===== config.mk =====
export PLATFORM = sky130hd
export DESIGN_NAME = emfp_result_flat
export DESIGN_NICKNAME = d
export VERILOG_FILES = /design/src/hw/rtl/emfp_pkg.sv /design/src/hw/rtl/emfp_stream_if.sv /design/src/hw/rtl/emfp_result.sv /design/src/flat_wrapper.sv
export SDC_FILE = /design/constraint.sdc
export NUM_CORES = 1
export LEC_CHECK = 0
export BUFFER_PORTS_ARGS = -buffer_cell sky130_fd_sc_hd__buf_2
export CAP_MARGIN = 20
export CORE_AREA = 2 2 75 77
export DETAILED_ROUTE_END_ITERATION = 6
export DIE_AREA = 0 0 77 79
export GPL_TIMING_DRIVEN = 0
export PLACE_DENSITY = 0.47
export SYNTH_ARGS = -nofsm -noshare
export SYNTH_HDL_FRONTEND = slang
export SYNTH_SLANG_ARGS = --single-unit

===== constraint.sdc =====
create_clock -name clock -period 1.31 [get_ports clock]
set_clock_uncertainty 0.05 [all_clocks]
set_input_delay 0.131 -clock clock [delete_from_list [all_inputs] [get_ports clock]]
set_output_delay 0.131 -clock clock [all_outputs]
set_load 0.1 [all_outputs]

===== src/hw/rtl/emfp_pkg.sv =====
// ----------------------------------------------------------------------------
// emfp_pkg
// Types and constants shared by the meter frame parser modules.
// ----------------------------------------------------------------------------
package emfp_pkg;

   localparam int FrameLen = 24;
   localparam int StoreLen = FrameLen - 1;   // bytes 0..22 held, byte 23 arrives live
   localparam int PosWidth = 5;

   localparam logic [7:0] SYNC_BYTE = 8'h5A;
   localparam logic [PosWidth-1:0] FIRST_BODY_POS = PosWidth'(2);
   localparam logic [PosWidth-1:0] CHECK_POS = PosWidth'(FrameLen - 1);

   localparam int FLAG_OVFL_BIT = 7;
   localparam int FLAG_VOLT_BIT = 6;
   localparam int FLAG_CURR_BIT = 5;
   localparam int FLAG_POWR_BIT = 4;

   typedef logic [StoreLen-1:0][7:0] frame_bytes_type;

   typedef struct packed {
      logic at_check;   // next item is the checksum byte
      logic done;       // checksum byte accepted this cycle
      logic good;       // checksum matched
   } framer_status_type;

   typedef struct packed {
      logic [7:0] rx_byte;
   } req_payload_type;

   typedef struct packed {
      logic [7:0]  header_byte;
      logic [23:0] voltage_param;
      logic [23:0] voltage_reg;
      logic [23:0] current_param;
      logic [23:0] current_reg;
      logic [23:0] power_param;
      logic [23:0] power_reg;
      logic [7:0]  flag_byte;
      logic [15:0] pulse_count;
      logic [15:0] pulse_overflows;
   } rsp_payload_type;

endpackage


===== src/hw/rtl/emfp_stream_if.sv =====
// ----------------------------------------------------------------------------
// emfp_stream_if
// Valid/ready item channel with a typed payload.
// ----------------------------------------------------------------------------
interface emfp_stream_if #(
   parameter type payload_type = logic
);
   logic        valid;
   logic        ready;
   payload_type payload;

   modport source (output valid, output payload, input ready);
   modport sink (input valid, input payload, output ready);
endinterface


===== src/hw/rtl/emfp_result.sv =====
// ----------------------------------------------------------------------------
// emfp_result
// Field extraction, overflow counter and result register.
// ----------------------------------------------------------------------------
module emfp_result (
   input  logic                        clock,
   input  logic                        reset,
   input  emfp_pkg::framer_status_type status,
   input  emfp_pkg::frame_bytes_type   frame,
   output logic                        out_free,
   emfp_stream_if.source               rsp
);
   import emfp_pkg::*;

   logic            valid_ff, valid_in;
   rsp_payload_type payload_ff, payload_in;
   logic [15:0]     ovfl_ff, ovfl_in;
   logic [7:0]      flags;
   logic            emit;

   assign flags    = frame[20];
   assign emit     = status.done && status.good;
   assign out_free = !valid_ff || rsp.ready;

   always_comb begin
      ovfl_in = ovfl_ff;
      if (emit && flags[FLAG_OVFL_BIT]) begin
         ovfl_in = ovfl_ff + 16'd1;
      end
   end

   always_comb begin
      payload_in                 = payload_ff;
      payload_in.header_byte     = frame[0];
      payload_in.voltage_param   = {frame[2], frame[3], frame[4]};
      payload_in.voltage_reg     = flags[FLAG_VOLT_BIT] ? {frame[5], frame[6], frame[7]} : '0;
      payload_in.current_param   = {frame[8], frame[9], frame[10]};
      payload_in.current_reg     = flags[FLAG_CURR_BIT] ? {frame[11], frame[12], frame[13]} : '0;
      payload_in.power_param     = {frame[14], frame[15], frame[16]};
      payload_in.power_reg       = flags[FLAG_POWR_BIT] ? {frame[17], frame[18], frame[19]} : '0;
      payload_in.flag_byte       = flags;
      payload_in.pulse_count     = {frame[21], frame[22]};
      payload_in.pulse_overflows = ovfl_in;
   end

   always_comb begin
      valid_in = valid_ff;
      if (emit) begin
         valid_in = 1'b1;
      end else if (rsp.ready) begin
         valid_in = 1'b0;
      end
   end

   always_ff @(posedge clock) begin
      if (reset) begin
         valid_ff <= 1'b0;
         ovfl_ff  <= '0;
      end else begin
         valid_ff <= valid_in;
         ovfl_ff  <= ovfl_in;
      end
   end

   always_ff @(posedge clock) begin
      if (emit) begin
         payload_ff <= payload_in;
      end
   end

   assign rsp.valid   = valid_ff;
   assign rsp.payload = payload_ff;

endmodule


===== src/flat_wrapper.sv =====
// flat-port wrapper written by rule: the top's interface ports become plain ports
module emfp_result_flat import emfp_pkg::*;
  (clock, reset, status, frame, out_free, rsp_valid, rsp_payload, rsp_ready);
  emfp_stream_if rsp_i ();
  input  logic clock;
  input  logic reset;
  input  emfp_pkg::framer_status_type status;
  input  emfp_pkg::frame_bytes_type frame;
  output logic out_free;
  output wire logic [$bits(rsp_i.valid)-1:0] rsp_valid;
  output wire logic [$bits(rsp_i.payload)-1:0] rsp_payload;
  input wire logic [$bits(rsp_i.ready)-1:0] rsp_ready;
  assign rsp_valid = rsp_i.valid;
  assign rsp_payload = rsp_i.payload;
  assign rsp_i.ready = rsp_ready;
  emfp_result u_core (.clock(clock), .reset(reset), .status(status), .frame(frame), .out_free(out_free), .rsp(rsp_i));
endmodule

==> results.sh <==
export IMPL_status="completed"
export IMPL_syn_inst=12
export IMPL_die_h_microns=79
export IMPL_layout_nets=215
export IMPL_fin_tns_setup_ns=0
export IMPL_timing_hold_ws_ns=0.04178
export IMPL_layout_cells_most_common="buf_2"
export IMPL_final_layout_size_suffix_gt1_share_pct=58.33
export IMPL_yosysMostFrequentCell="dfxtp_1"
export IMPL_synth_area_sq_um=128.9
export IMPL_slew_headroom_pct=67.33
export IMPL_grt_usage_pct=1.182
export IMPL_ys_flop_type="dfxtp_1"
export IMPL_avgSynthCellArea_sq_um=10.74
export IMPL_yosysSeqAreaShare_pct=54.37
export IMPL_utilization_pct=5.860
export IMPL_crit_chain="nand2b_4, buf_2"
export IMPL_synth_warnings=0
export IMPL_vias=121
export IMPL_reg2reg_to="u_core.ovfl_ff[0]"
export IMPL_synth_cell_types=11
export IMPL_cp_depth=2
export IMPL_grt_max_degree=4
export IMPL_cts_tree="built"
export IMPL_post_cts_resize_count=0
export IMPL_p_per_area_mw_per_mm2=1399
export IMPL_ys_seq_elements=3
export IMPL_pwr_share_clk_pct=62.1
export IMPL_worst_path_largest_cell_delay_ns=0.41
export IMPL_regArea_sq_um=71.32
export IMPL_seqPwrFrac_pct=24.3
export IMPL_mostFrequentLayoutCells="buf_2 (8), clkbuf_8 (3)"
export IMPL_worst_pin_slew_ns=0.4934
export IMPL_clkLatencyLatePin_ns=0.22
export IMPL_comb_power_share_pct=13.6
export IMPL_ioPinCount=193
export IMPL_ctsHoldBuffers=0
export IMPL_clock_root_buffer="clkbuf_8"
export IMPL_crit_type="flop to output pin"
export IMPL_critical_path_startpoint="u_core.rsp.valid"
export IMPL_path_buf_inv=1
export IMPL_dieArea_sq_mm=0.006083
export IMPL_io_buffer_count=8
export IMPL_multi_input_area_sq_um=62.56
export IMPL_numCtsBuffers=3
export IMPL_r2r_start="u_core.ovfl_ff[0]"
export IMPL_synth_edf_count=1
export IMPL_core_sq_mm=0.005338
export IMPL_antenna_left=0
export IMPL_finalCritPeriodShare_pct=91.33
export IMPL_yosys_area_top_type="dfxtp_1"
export IMPL_period_needed_ns=1.196
export IMPL_area_growth_pct=142.7
export IMPL_cts_setup_buffers=0
export IMPL_synthesis_nets=202
export IMPL_vdd_ir_drop_max_mv=0.5368
export IMPL_clock_path_buffers=2
export IMPL_ys_async_sr_fraction_pct=0
export IMPL_drt_iter0_markers=2
export IMPL_gp_congestion=0.5470
export IMPL_finalSetupViolCount=0
export IMPL_start_kind="flop"
export IMPL_yosys_area_top_type_share_pct=31.07
export IMPL_first_pass_iters=4
export IMPL_critical_path_peak_fanout=2
export IMPL_die_x_microns=77
export IMPL_rows=27
export IMPL_rsz0062_at_grt="false"
export IMPL_endpoint="out_free"
export IMPL_hp_class="input port to flop"
export IMPL_p_sw_w=0.0001096
export IMPL_fillerInstances=667
export IMPL_switching_share_pct=25.03
export IMPL_antenna_found_initial=0
export IMPL_wirelength_microns=324
export IMPL_power_leakage_nw=0.1202
export IMPL_crit_arrival_ns=1.02
export IMPL_worstRegToRegCells=2
export IMPL_yosys_top_cells_area="dfxtp_1 (31%), edfxtp_1 (23%), mux2_4 (12%)"
export IMPL_hpwl_microns=250.2
export IMPL_cts_htree_levels=1
export IMPL_slowest_stage="buf_2"
export IMPL_cp_required_ns=1.13
export IMPL_drc=0
export IMPL_cts_sinks=3
export IMPL_start_util_pct=2.414
export IMPL_insertedDiodeCount=0
export IMPL_grt_pass1_wl_microns=462
export IMPL_grt_overflow=0
export IMPL_intPower_w=0.0003282
export IMPL_wl_per_cell_microns=3.375
export IMPL_max_freq_ghz=0.8358
export IMPL_critical_path_top_delay_family="buffers and inverters"
export IMPL_cts_reportedPaths_clkPinSlew_ns=0.03
export IMPL_r2r_slack_ns=0.43
export IMPL_vias_per_cell=1.260
export IMPL_grt_pass1_vias=101
export IMPL_cap_violations=0
export IMPL_cp_end_kind="output pin"
export IMPL_hold_viol=0
export IMPL_slew_violations=0
power by group through the flow:
stage	sequential, W	clock (W)	combinational [W]
after detailed placement	0.000108	0	0.0000603
final	0.000106	0.000272	0.0000594
after CTS	0.000107	0.000281	0.0000603
after floorplan	0.000132	0	0.0000211
after global placement	0.000108	0	0.0000605
after global routing	0.000107	0.000288	0.0000625
routing by layer:
| metal | track usage (%) | routed length, microns | vias up |
|---|---|---|---|
| li1 | - | - | 63 |
| met4 | 1.607 | 0 | 0 |
| met5 | 0 | 0 | - |
| met3 | 0.9091 | 57 | 0 |
| met2 | 1.053 | 101 | 11 |
| met1 | 1.373 | 165 | 47 |
worst min-delay path by stage:
stage                     startpoint                to  slack [ns]  cells after the start
after floorplan                reset  u_core.rsp.valid        0.14                      1
after global placement         reset  u_core.rsp.valid        0.27                      2
final                          reset  u_core.rsp.valid        0.04                      2
after global routing           reset  u_core.rsp.valid        0.05                      2
after detailed placement       reset  u_core.rsp.valid        0.27                      2
after CTS                      reset  u_core.rsp.valid        0.04                      2
sequential cells by signal, indices dropped and copies added (netlist names):
name / count
u_core.rsp.payload: 1
u_core.ovfl_ff: 1
u_core.rsp.valid: 1
stage by stage:
step / total power (W) / cell area [sq um] / std cells / setup WS (ns)
after detailed placement: 0.0001680 / 267.8 / 92 / 0.3426
final: 0.0004377 / 312.8 / 96 / 0.1135
after global placement: 0.0001682 / 267.8 / 92 / 0.3408
after floorplan: 0.0001531 / 137.6 / 12 / 0.01687
after CTS: 0.0004478 / 312.8 / 96 / 0.1042
after global routing: 0.0004581 / 312.8 / 96 / 0.08489
area by class of cell:
cell class,count,area share [%]
clock buffers,4,14.40
inverters,1,1.200
multi-input cells,8,20.00
flip-flops and latches,3,22.80
well taps,72,28.80
repair buffers,8,12.80
cell families (layout without fill, tap and decap cells):
kind of cell | count (synthesis) | count (layout) | synth area share, %
muxes | 1 | 1 | 11.65
xor gates and xnor gates | 1 | 1 | 6.797
buffers and inverters | 1 | 13 | 2.910
and+or+nand+nor | 5 | 5 | 20.38
DFF | 3 | 3 | 54.37
AOI/OAI and AO/OA | 1 | 1 | 3.880
(Power assumes the default switching activity.)
