===== config.mk =====
export PLATFORM = sky130hd
export DESIGN_NAME = emfp_framer
export DESIGN_NICKNAME = d
export VERILOG_FILES = /design/src/hw/rtl/emfp_pkg.sv /design/src/hw/rtl/emfp_framer.sv
export SDC_FILE = /design/constraint.sdc
export NUM_CORES = 1
export LEC_CHECK = 0
export ABC_AREA = 1
export BUFFER_PORTS_ARGS = -buffer_cell sky130_fd_sc_hd__buf_4
export CORE_MARGIN = 4
export CORE_UTILIZATION = 35
export DETAILED_ROUTE_END_ITERATION = 8
export GPL_ROUTABILITY_DRIVEN = 0
export GPL_TIMING_DRIVEN = 0
export PLACE_DENSITY = 0.6
export SYNTH_ARGS = -nofsm -noshare
export SYNTH_HDL_FRONTEND = slang
export SYNTH_SLANG_ARGS = --single-unit

===== constraint.sdc =====
create_clock -name clock -period 10.2 [get_ports clock]
set_input_delay 1.02 -clock clock [delete_from_list [all_inputs] [get_ports clock]]
set_output_delay 1.02 -clock clock [all_outputs]
set_load 0.02 [all_outputs]

===== src/hw/rtl/emfp_pkg.sv =====
// ----------------------------------------------------------------------------
// emfp_pkg
// Types and constants shared by the meter frame parser modules.
// ----------------------------------------------------------------------------
package emfp_pkg;

   localparam int FrameLen = 24;
   localparam int StoreLen = FrameLen - 1;   // bytes 0..22 held, byte 23 arrives live
   localparam int PosWidth = 5;

   localparam logic [7:0] SYNC_BYTE = 8'h5A;
   localparam logic [PosWidth-1:0] FIRST_BODY_POS = PosWidth'(2);
   localparam logic [PosWidth-1:0] CHECK_POS = PosWidth'(FrameLen - 1);

   localparam int FLAG_OVFL_BIT = 7;
   localparam int FLAG_VOLT_BIT = 6;
   localparam int FLAG_CURR_BIT = 5;
   localparam int FLAG_POWR_BIT = 4;

   typedef logic [StoreLen-1:0][7:0] frame_bytes_type;

   typedef struct packed {
      logic at_check;   // next item is the checksum byte
      logic done;       // checksum byte accepted this cycle
      logic good;       // checksum matched
   } framer_status_type;

   typedef struct packed {
      logic [7:0] rx_byte;
   } req_payload_type;

   typedef struct packed {
      logic [7:0]  header_byte;
      logic [23:0] voltage_param;
      logic [23:0] voltage_reg;
      logic [23:0] current_param;
      logic [23:0] current_reg;
      logic [23:0] power_param;
      logic [23:0] power_reg;
      logic [7:0]  flag_byte;
      logic [15:0] pulse_count;
      logic [15:0] pulse_overflows;
   } rsp_payload_type;

endpackage


===== src/hw/rtl/emfp_framer.sv =====
// ----------------------------------------------------------------------------
// emfp_framer
// Sync hunt, frame byte shift store and running checksum.
// ----------------------------------------------------------------------------
module emfp_framer (
   input  logic                        clock,
   input  logic                        reset,
   input  logic                        accept,
   input  logic [7:0]                  rx_byte,
   output emfp_pkg::framer_status_type status,
   output emfp_pkg::frame_bytes_type   frame
);
   import emfp_pkg::*;

   localparam logic [1:0] PHASE_FIRST   = 2'd0;
   localparam logic [1:0] PHASE_SYNC    = 2'd1;
   localparam logic [1:0] PHASE_COLLECT = 2'd2;

   logic [1:0]          phase_ff, phase_in;
   logic [7:0]          prev_ff, prev_in;
   logic [PosWidth-1:0] pos_ff, pos_in;
   logic [7:0]          sum_ff, sum_in;
   frame_bytes_type     frame_ff, frame_in;
   logic                at_check;

   assign at_check = (phase_ff == PHASE_COLLECT) && (pos_ff == CHECK_POS);

   always_comb begin
      phase_in = phase_ff;
      prev_in  = prev_ff;
      pos_in   = pos_ff;
      sum_in   = sum_ff;
      frame_in = frame_ff;
      if (accept) begin
         case (phase_ff)
            PHASE_SYNC: begin
               if (rx_byte == SYNC_BYTE) begin
                  frame_in[StoreLen-2] = prev_ff;
                  frame_in[StoreLen-1] = rx_byte;
                  pos_in   = FIRST_BODY_POS;
                  sum_in   = '0;
                  phase_in = PHASE_COLLECT;
               end else begin
                  prev_in = rx_byte;
               end
            end
            PHASE_COLLECT: begin
               if (pos_ff < FIRST_BODY_POS || pos_ff >= CHECK_POS) begin
                  phase_in = PHASE_FIRST;
                  pos_in   = '0;
               end else begin
                  frame_in = {rx_byte, frame_ff[StoreLen-1:1]};
                  sum_in   = sum_ff + rx_byte;
                  pos_in   = pos_ff + PosWidth'(1);
               end
            end
            default: begin
               prev_in  = rx_byte;
               phase_in = PHASE_SYNC;
            end
         endcase
      end
   end

   always_ff @(posedge clock) begin
      if (reset) begin
         phase_ff <= PHASE_FIRST;
         prev_ff  <= '0;
         pos_ff   <= '0;
         sum_ff   <= '0;
      end else begin
         phase_ff <= phase_in;
         prev_ff  <= prev_in;
         pos_ff   <= pos_in;
         sum_ff   <= sum_in;
      end
   end

   always_ff @(posedge clock) begin
      frame_ff <= frame_in;
   end

   assign status.at_check = at_check;
   assign status.done     = accept && at_check;
   assign status.good     = (sum_ff == rx_byte);
   assign frame           = frame_ff;

endmodule


==> results of run 1 <==
## layout make-up
cell class              count  area, um^2  area share
inverters                  44         165      0.0168
clock inverters            12        91.3     0.00928
multi-input cells         181        1010       0.103
repair buffers            202        1590       0.161
plain buffers               5        31.3     0.00318
flip-flops and latches    207        5990       0.608
well taps                 270         338      0.0343
clock buffers              30         632      0.0642
## layer usage
| metal | share of wire | wire [um] |
|---|---|---|
| met1 | 0.40 | 6410 |
| met2 | 0.49 | 7770 |
| met3 | 0.10 | 1600 |
| met5 | 0 | 0 |
| met4 | 0.010 | 166 |
## stage by stage
step	std cells	instance area, um^2
after floorplan	437	7190
after global routing	951	9840
after CTS	951	9840
after global placement	904	9000
after detailed placement	909	9120
final	951	9840
## cells in the mapped netlist (2+ instances only)
library cell / n / area [um^2]
edfxtp_1: 184 / 5530
nand2_1: 57 / 214
inv_1: 40 / 150
nor2_1: 37 / 139
dfxtp_1: 23 / 460
a21oi_1: 19 / 95.1
o21ai_0: 14 / 70.1
nand3_1: 11 / 55.1
ha_1: 10 / 125
a22o_1: 8 / 70.1
inv_2: 4 / 15.0
buf_4: 3 / 22.5
nand2_2: 3 / 18.8
nor2_4: 3 / 33.8
xor2_1: 3 / 26.3
nand2_4: 2 / 22.5
nand3_4: 2 / 35.0
nor2_2: 2 / 12.5
nor4_1: 2 / 12.5
or2_2: 2 / 12.5
## logic make-up after synthesis
logic type / Yosys count / synth area share
DFF: 207 / 0.833
xor gates and xnor gates: 3 / 0.00366
and+or+nand+nor: 124 / 0.0802
AOI/OAI and AO/OA: 43 / 0.0359
buffers and inverters: 49 / 0.0273
adders and majority gates: 11 / 0.0202
## report_power, final
group / internal (uW) / switching [uW]
clock: 462 / 312
sequential: 930 / 8.84
combinational: 34.0 / 59.7
total: 1430 / 380
## worst min-delay path by stage
stage | start | endpoint | cells after the start | slack, ns
floorplan | sum_ff[0]$_SDFFE_PP0P_ | sum_ff[0]$_SDFFE_PP0P_ | 2 | 0.44
global route | frame[148]$_DFFE_PP_ | frame[140]$_DFFE_PP_ | 0 | 0.45
CTS | frame[148]$_DFFE_PP_ | frame[140]$_DFFE_PP_ | 0 | 0.45
detailed placement | frame[18]$_DFFE_PP_ | frame[10]$_DFFE_PP_ | 0 | 0.43
global placement | frame[136]$_DFFE_PP_ | frame[128]$_DFFE_PP_ | 0 | 0.43
finish | frame[138]$_DFFE_PP_ | frame[130]$_DFFE_PP_ | 0 | 0.45
## registers in the layout (all words and copies together), names as in the netlist
signal / cells
frame: 184
prev_ff: 8
sum_ff: 8
pos_ff: 5
phase_ff: 2
==> results.yml, run 1 <==
run_status:
  status: "finished, final reports clean"
grt:
  grt_pass1_wl_mm: 23.6
  grt_util_met1: 0.167
  gr-total-overflow: 0
  grt_usage: 0.130
  antenna_found_initial: 0
  met2_usage: 0.217
  grt-busiest-layer: "met2"
  first_global_vias: 4184
  grt_start_max_net_pins: 40
  met3_usage: 0.0392
logic_synthesis:
  synth-edff-count: 184
  synthArstFlopShare: 0
  ys_seq_area_frac: 0.833
  synth_cell_types: 28
  ys_warn_count: 0
  synthCells: 437
  ys_ff_latch: 207
  syn_area_um2: 7190
  synth_ff_type: "edfxtp_1"
  synth_nets: 459
  avgSynthCellArea_um2: 16.4
floorplan:
  core_area_um2: 20200
  num_io_pins: 198
  dieArea_um2: 22900
  die_width_um: 151
  die_h_um: 151
  rows: 52
  initial_core_util: 0.355
sta:
  clock.fmax_ghz: 0.291
  setup_tns_ns: 0
  setup_viol: 0
  skew_ns: 0.0190
  slew_headroom: 0.542
  hold_ws_ns: 0.446
  finalMaxSlewViolations: 0
  hold_violations: 0
  setup_ws_ns: 6.77
  min_period_ns: 3.43
  rsz0062_at_grt: "false"
  tightestPinTransition_ns: 0.685
  post-route-period-util: 0.336
detailed_routing:
  ant_nets: 0
  drt-total-wl_mm: 15.9
  vias: 4314
  drtIter0Drc: 192
  viasPerCell: 4.54
  drc: 0
  wl_per_cell_um: 16.8
  drtPass1Iterations: 4
clock_network:
  clk_path_buf_depth: 3
  cts_sinks: 207
  holdBufCountCts: 0
  post_cts_buffers: 0
  cts_resized: 0
  cts_tree: "done"
  htreeDepth: 1
  root_buffer: "clkbuf_16"
  worstSkewPairLatency_ns: 0.50
  clk_pin_slew_ns: 0.06
  cts_buffers: 23
run:
  maxCapViolCount: 0
finish:
  fin_util: 0.486
  layout_common_cells: "200 x buf_4, 184 x edfxtp_1, 57 x nand2_1"
  antenna-diode-count: 0
  num-fill-cells: 1740
  drive_above_1_share: 0.385
  fin_nets: 686
  area_delta_synth_final_pct: 36.9
  mostFrequentLayoutCell: "buf_4"
worst_setup_path:
  r2r-end: "frame[24]$_DFFE_PP_"
  criticalPathCategory: "in2out"
  cp-endpoint: "status[0]"
  startpoint_type: "input pin"
  arrival_ns: 2.41
  regToRegStartpoint: "pos_ff[0]$_SDFFE_PP0P_"
  startpoint: "rx_byte[4]"
  end_kind: "output port"
  cp.depth: 6
  worstPathMaxFanout: 6
  crit_path_top_delay_cell: "ha_1"
  worst-path-buf-inv: 2
  cp.required_ns: 9.18
  cp_top_family: "simple AND/OR/NAND/NOR gates"
  r2r_slack_ns: 7.41
  r2r_cells: 10
  crit_chain: "buf_4 -> ha_1 -> nor4_1 -> nand2_1 -> nor4_1 -> buf_4"
  slowest_delay_ns: 0.37
pwr:
  p_total_uw: 1810
  p_leak_uw: 0.00386
  powerDensity_nw_per_um2: 184
  max-vdd-ir-drop_uv: 99.2
placed_design:
  hpwl_mm: 11.6
  port_buffers: 197
  pre_cts_slack_ns: 6.78
hold_path:
  holdCritPathClass: "reg2reg"
Power figures use the tool's default switching activity.
==> run 2: changes to the inputs <==
- ABC_AREA: 1 -> 0
- PLACE_DENSITY: 0.6 -> 0.62
- clock period: 10.2 -> 2.9 ns (I/O delays scaled with it)
==> results.yml, run 2 <==
logic_synthesis:
  synth_top_cell_by_area: "edfxtp_1"
  ys_ff_latch: 207
  syn_area_um2: 7190
  ys_seq_area_frac: 0.833
  ys_warn_count: 0
  synth.most_common_cell: "edfxtp_1"
  synth-edff-count: 184
  synth.top_cell.area_share: 0.769
  synth_nets: 428
  synthTopCellsByArea: "edfxtp_1 77%, dfxtp_1 6.4%, ha_1 1.7%"
  synth_cell_types: 46
  synth_common_cells: "184 x edfxtp_1, 24 x a21oi_1, 24 x nor2_1"
  avgSynthCellArea_um2: 17.7
  synthArstFlopShare: 0
  synth_ff_type: "edfxtp_1"
  synthCells: 406
grt:
  grt_start_max_net_pins: 26
  gr-total-overflow: 0
  grt_usage: 0.131
  antenna_found_initial: 0
  grt_pass1_wl_mm: 23.9
  first_global_vias: 4227
pwr:
  p_seq_frac: 0.505
  max-vdd-ir-drop_uv: 352
  p_sw_frac: 0.196
  powerDensity_nw_per_um2: 646
  clkPwrFrac: 0.457
  switchingPower_uw: 1270
  combinationalPowerShare: 0.037
  p_leak_uw: 0.00371
  intPower_uw: 5210
finish:
  fin_util: 0.496
  layout_common_cells: "197 x buf_4, 184 x edfxtp_1, 25 x clkbuf_16"
  largest_reg_flops: 184
  fin_nets: 659
  antenna-diode-count: 0
  mostFrequentLayoutCell: "buf_4"
  num-fill-cells: 1705
  drive_above_1_share: 0.388
  area_delta_synth_final_pct: 39.6
detailed_routing:
  drtIter0Drc: 332
  drc: 0
  ant_nets: 0
  drtPass1Iterations: 5
  drt-total-wl_mm: 16.0
  vias: 4396
  wl_per_cell_um: 17.3
  viasPerCell: 4.75
floorplan:
  die_width_um: 151
  num_io_pins: 198
  initial_core_util: 0.355
  rows: 52
  core_area_um2: 20200
  die_h_um: 151
  dieArea_um2: 22900
hold_path:
  worstHoldStart: "rx_byte[6]"
  holdCritPathClass: "in2reg"
clock_network:
  htreeDepth: 1
  cts_sinks: 207
  clk_path_buf_depth: 3
  clk_pin_slew_ns: 0.05
  root_buffer: "clkbuf_16"
  cts_tree: "done"
  cts_resized: 0
  post_cts_buffers: 0
  cts_buffers: 24
  worstSkewPairLatency_ns: 0.50
  holdBufCountCts: 0
worst_setup_path:
  worst-path-buf-inv: 4
  criticalPathCategory: "reg2out"
  cp_top_family: "buffers and inverters"
  worstPathMaxFanout: 10
  startpoint: "phase_ff[0]$_SDFFE_PP0P_"
  startpoint_type: "flip-flop"
  regToRegStartpoint: "pos_ff[2]$_SDFFE_PP0P_"
  end_kind: "output port"
  slowest_delay_ns: 0.36
  arrival_ns: 2.28
  cp.required_ns: 2.61
  crit_chain: "inv_1 -> ha_1 -> clkbuf_1 -> clkbuf_2 -> nand2_1 -> nor4_1 -> buf_4"
  crit_path_top_delay_cell: "clkbuf_2"
sta:
  setup_viol: 0
  tightestPinTransition_ns: 0.666
  rsz0062_at_grt: "false"
  finalMaxSlewViolations: 0
  clock.fmax_ghz: 0.389
  hold_violations: 0
  slew_headroom: 0.555
  post-route-period-util: 0.886
  setup_tns_ns: 0
  skew_ns: 0.0111
  min_period_ns: 2.57
placed_design:
  port_buffers: 196
  hpwl_mm: 11.5
run:
  maxCapViolCount: 0
run_status:
  status: "finished, final reports clean"
## run 2: final timing paths
kind / to / slack [ns] / cells past startpoint
setup / recovery: status[1] / 0.33 / 7
hold / removal: prev_ff[6]$_SDFFE_PP0P_ / 0.08 / 3
setup reg to reg: frame[11]$_DFFE_PP_ / 0.36 / 8
hold reg to reg: frame[142]$_DFFE_PP_ / 0.45 / 0
## run 2: area by class of cell
| cell class | instances | area (um^2) | share of cell area |
|---|---|---|---|
| Multi-Input combinational cell | 167 | 1100 | 0.110 |
| Buffer | 13 | 56.3 | 0.00561 |
| Inverter | 19 | 71.3 | 0.00711 |
| Clock buffer | 36 | 677 | 0.0675 |
| Sequential cell | 207 | 5990 | 0.597 |
| Timing Repair Buffer | 205 | 1680 | 0.168 |
| Tap cell | 270 | 338 | 0.0337 |
| Clock inverter | 8 | 113 | 0.0112 |
## run 2: layer usage
| layer | GRT usage | vias to the layer above | part of all wire | wire length (um) |
|---|---|---|---|---|
| met2 | 0.206 | 228 | 0.46 | 7400 |
| li1 | - | 2023 | - | - |
| met3 | 0.0380 | 32 | 0.11 | 1830 |
| met4 | 0.0372 | 0 | 0.021 | 343 |
| met5 | 0 | - | 0 | 0 |
| met1 | 0.179 | 2113 | 0.40 | 6450 |
## run 2: per-stage QoR
stage          power (uW)  instances  area (um^2)  setup slack [ns]  hold slack, ns
5_1_grt              6750        925        10000             0.109          0.0754
6_report             6480        925        10000             0.331          0.0807
3_3_place_gp         3570        872         9030             -4.01           0.432
3_5_place_dp         3580        881         9240             0.387           0.435
2_1_floorplan        3480        406         7220             -2.43           0.429
4_1_cts              6580        925        10000             0.123          0.0535
## run 2: power by group through the flow
stage,Sequential (uW),Combinational (uW),Clock [uW]
finish,3270,240,2960
global route,3270,263,3220
CTS,3270,242,3060
detailed placement,3330,241,0
global placement,3330,232,0
floorplan,3360,120,0
## run 2: cells by family after synthesis
kind of cell,share of synthesized area
buf+inv,0.0176
xor+xnor,0.00609
flops,0.833
mux,0.00575
simple gates,0.0595
fa+ha+maj,0.0202
compound gates,0.0580
## run 2: tightest hold or removal path, stage by stage
cell	delay [ns]
buf_4	0.11
a21oi_1	0.06
nor2_1	0.07
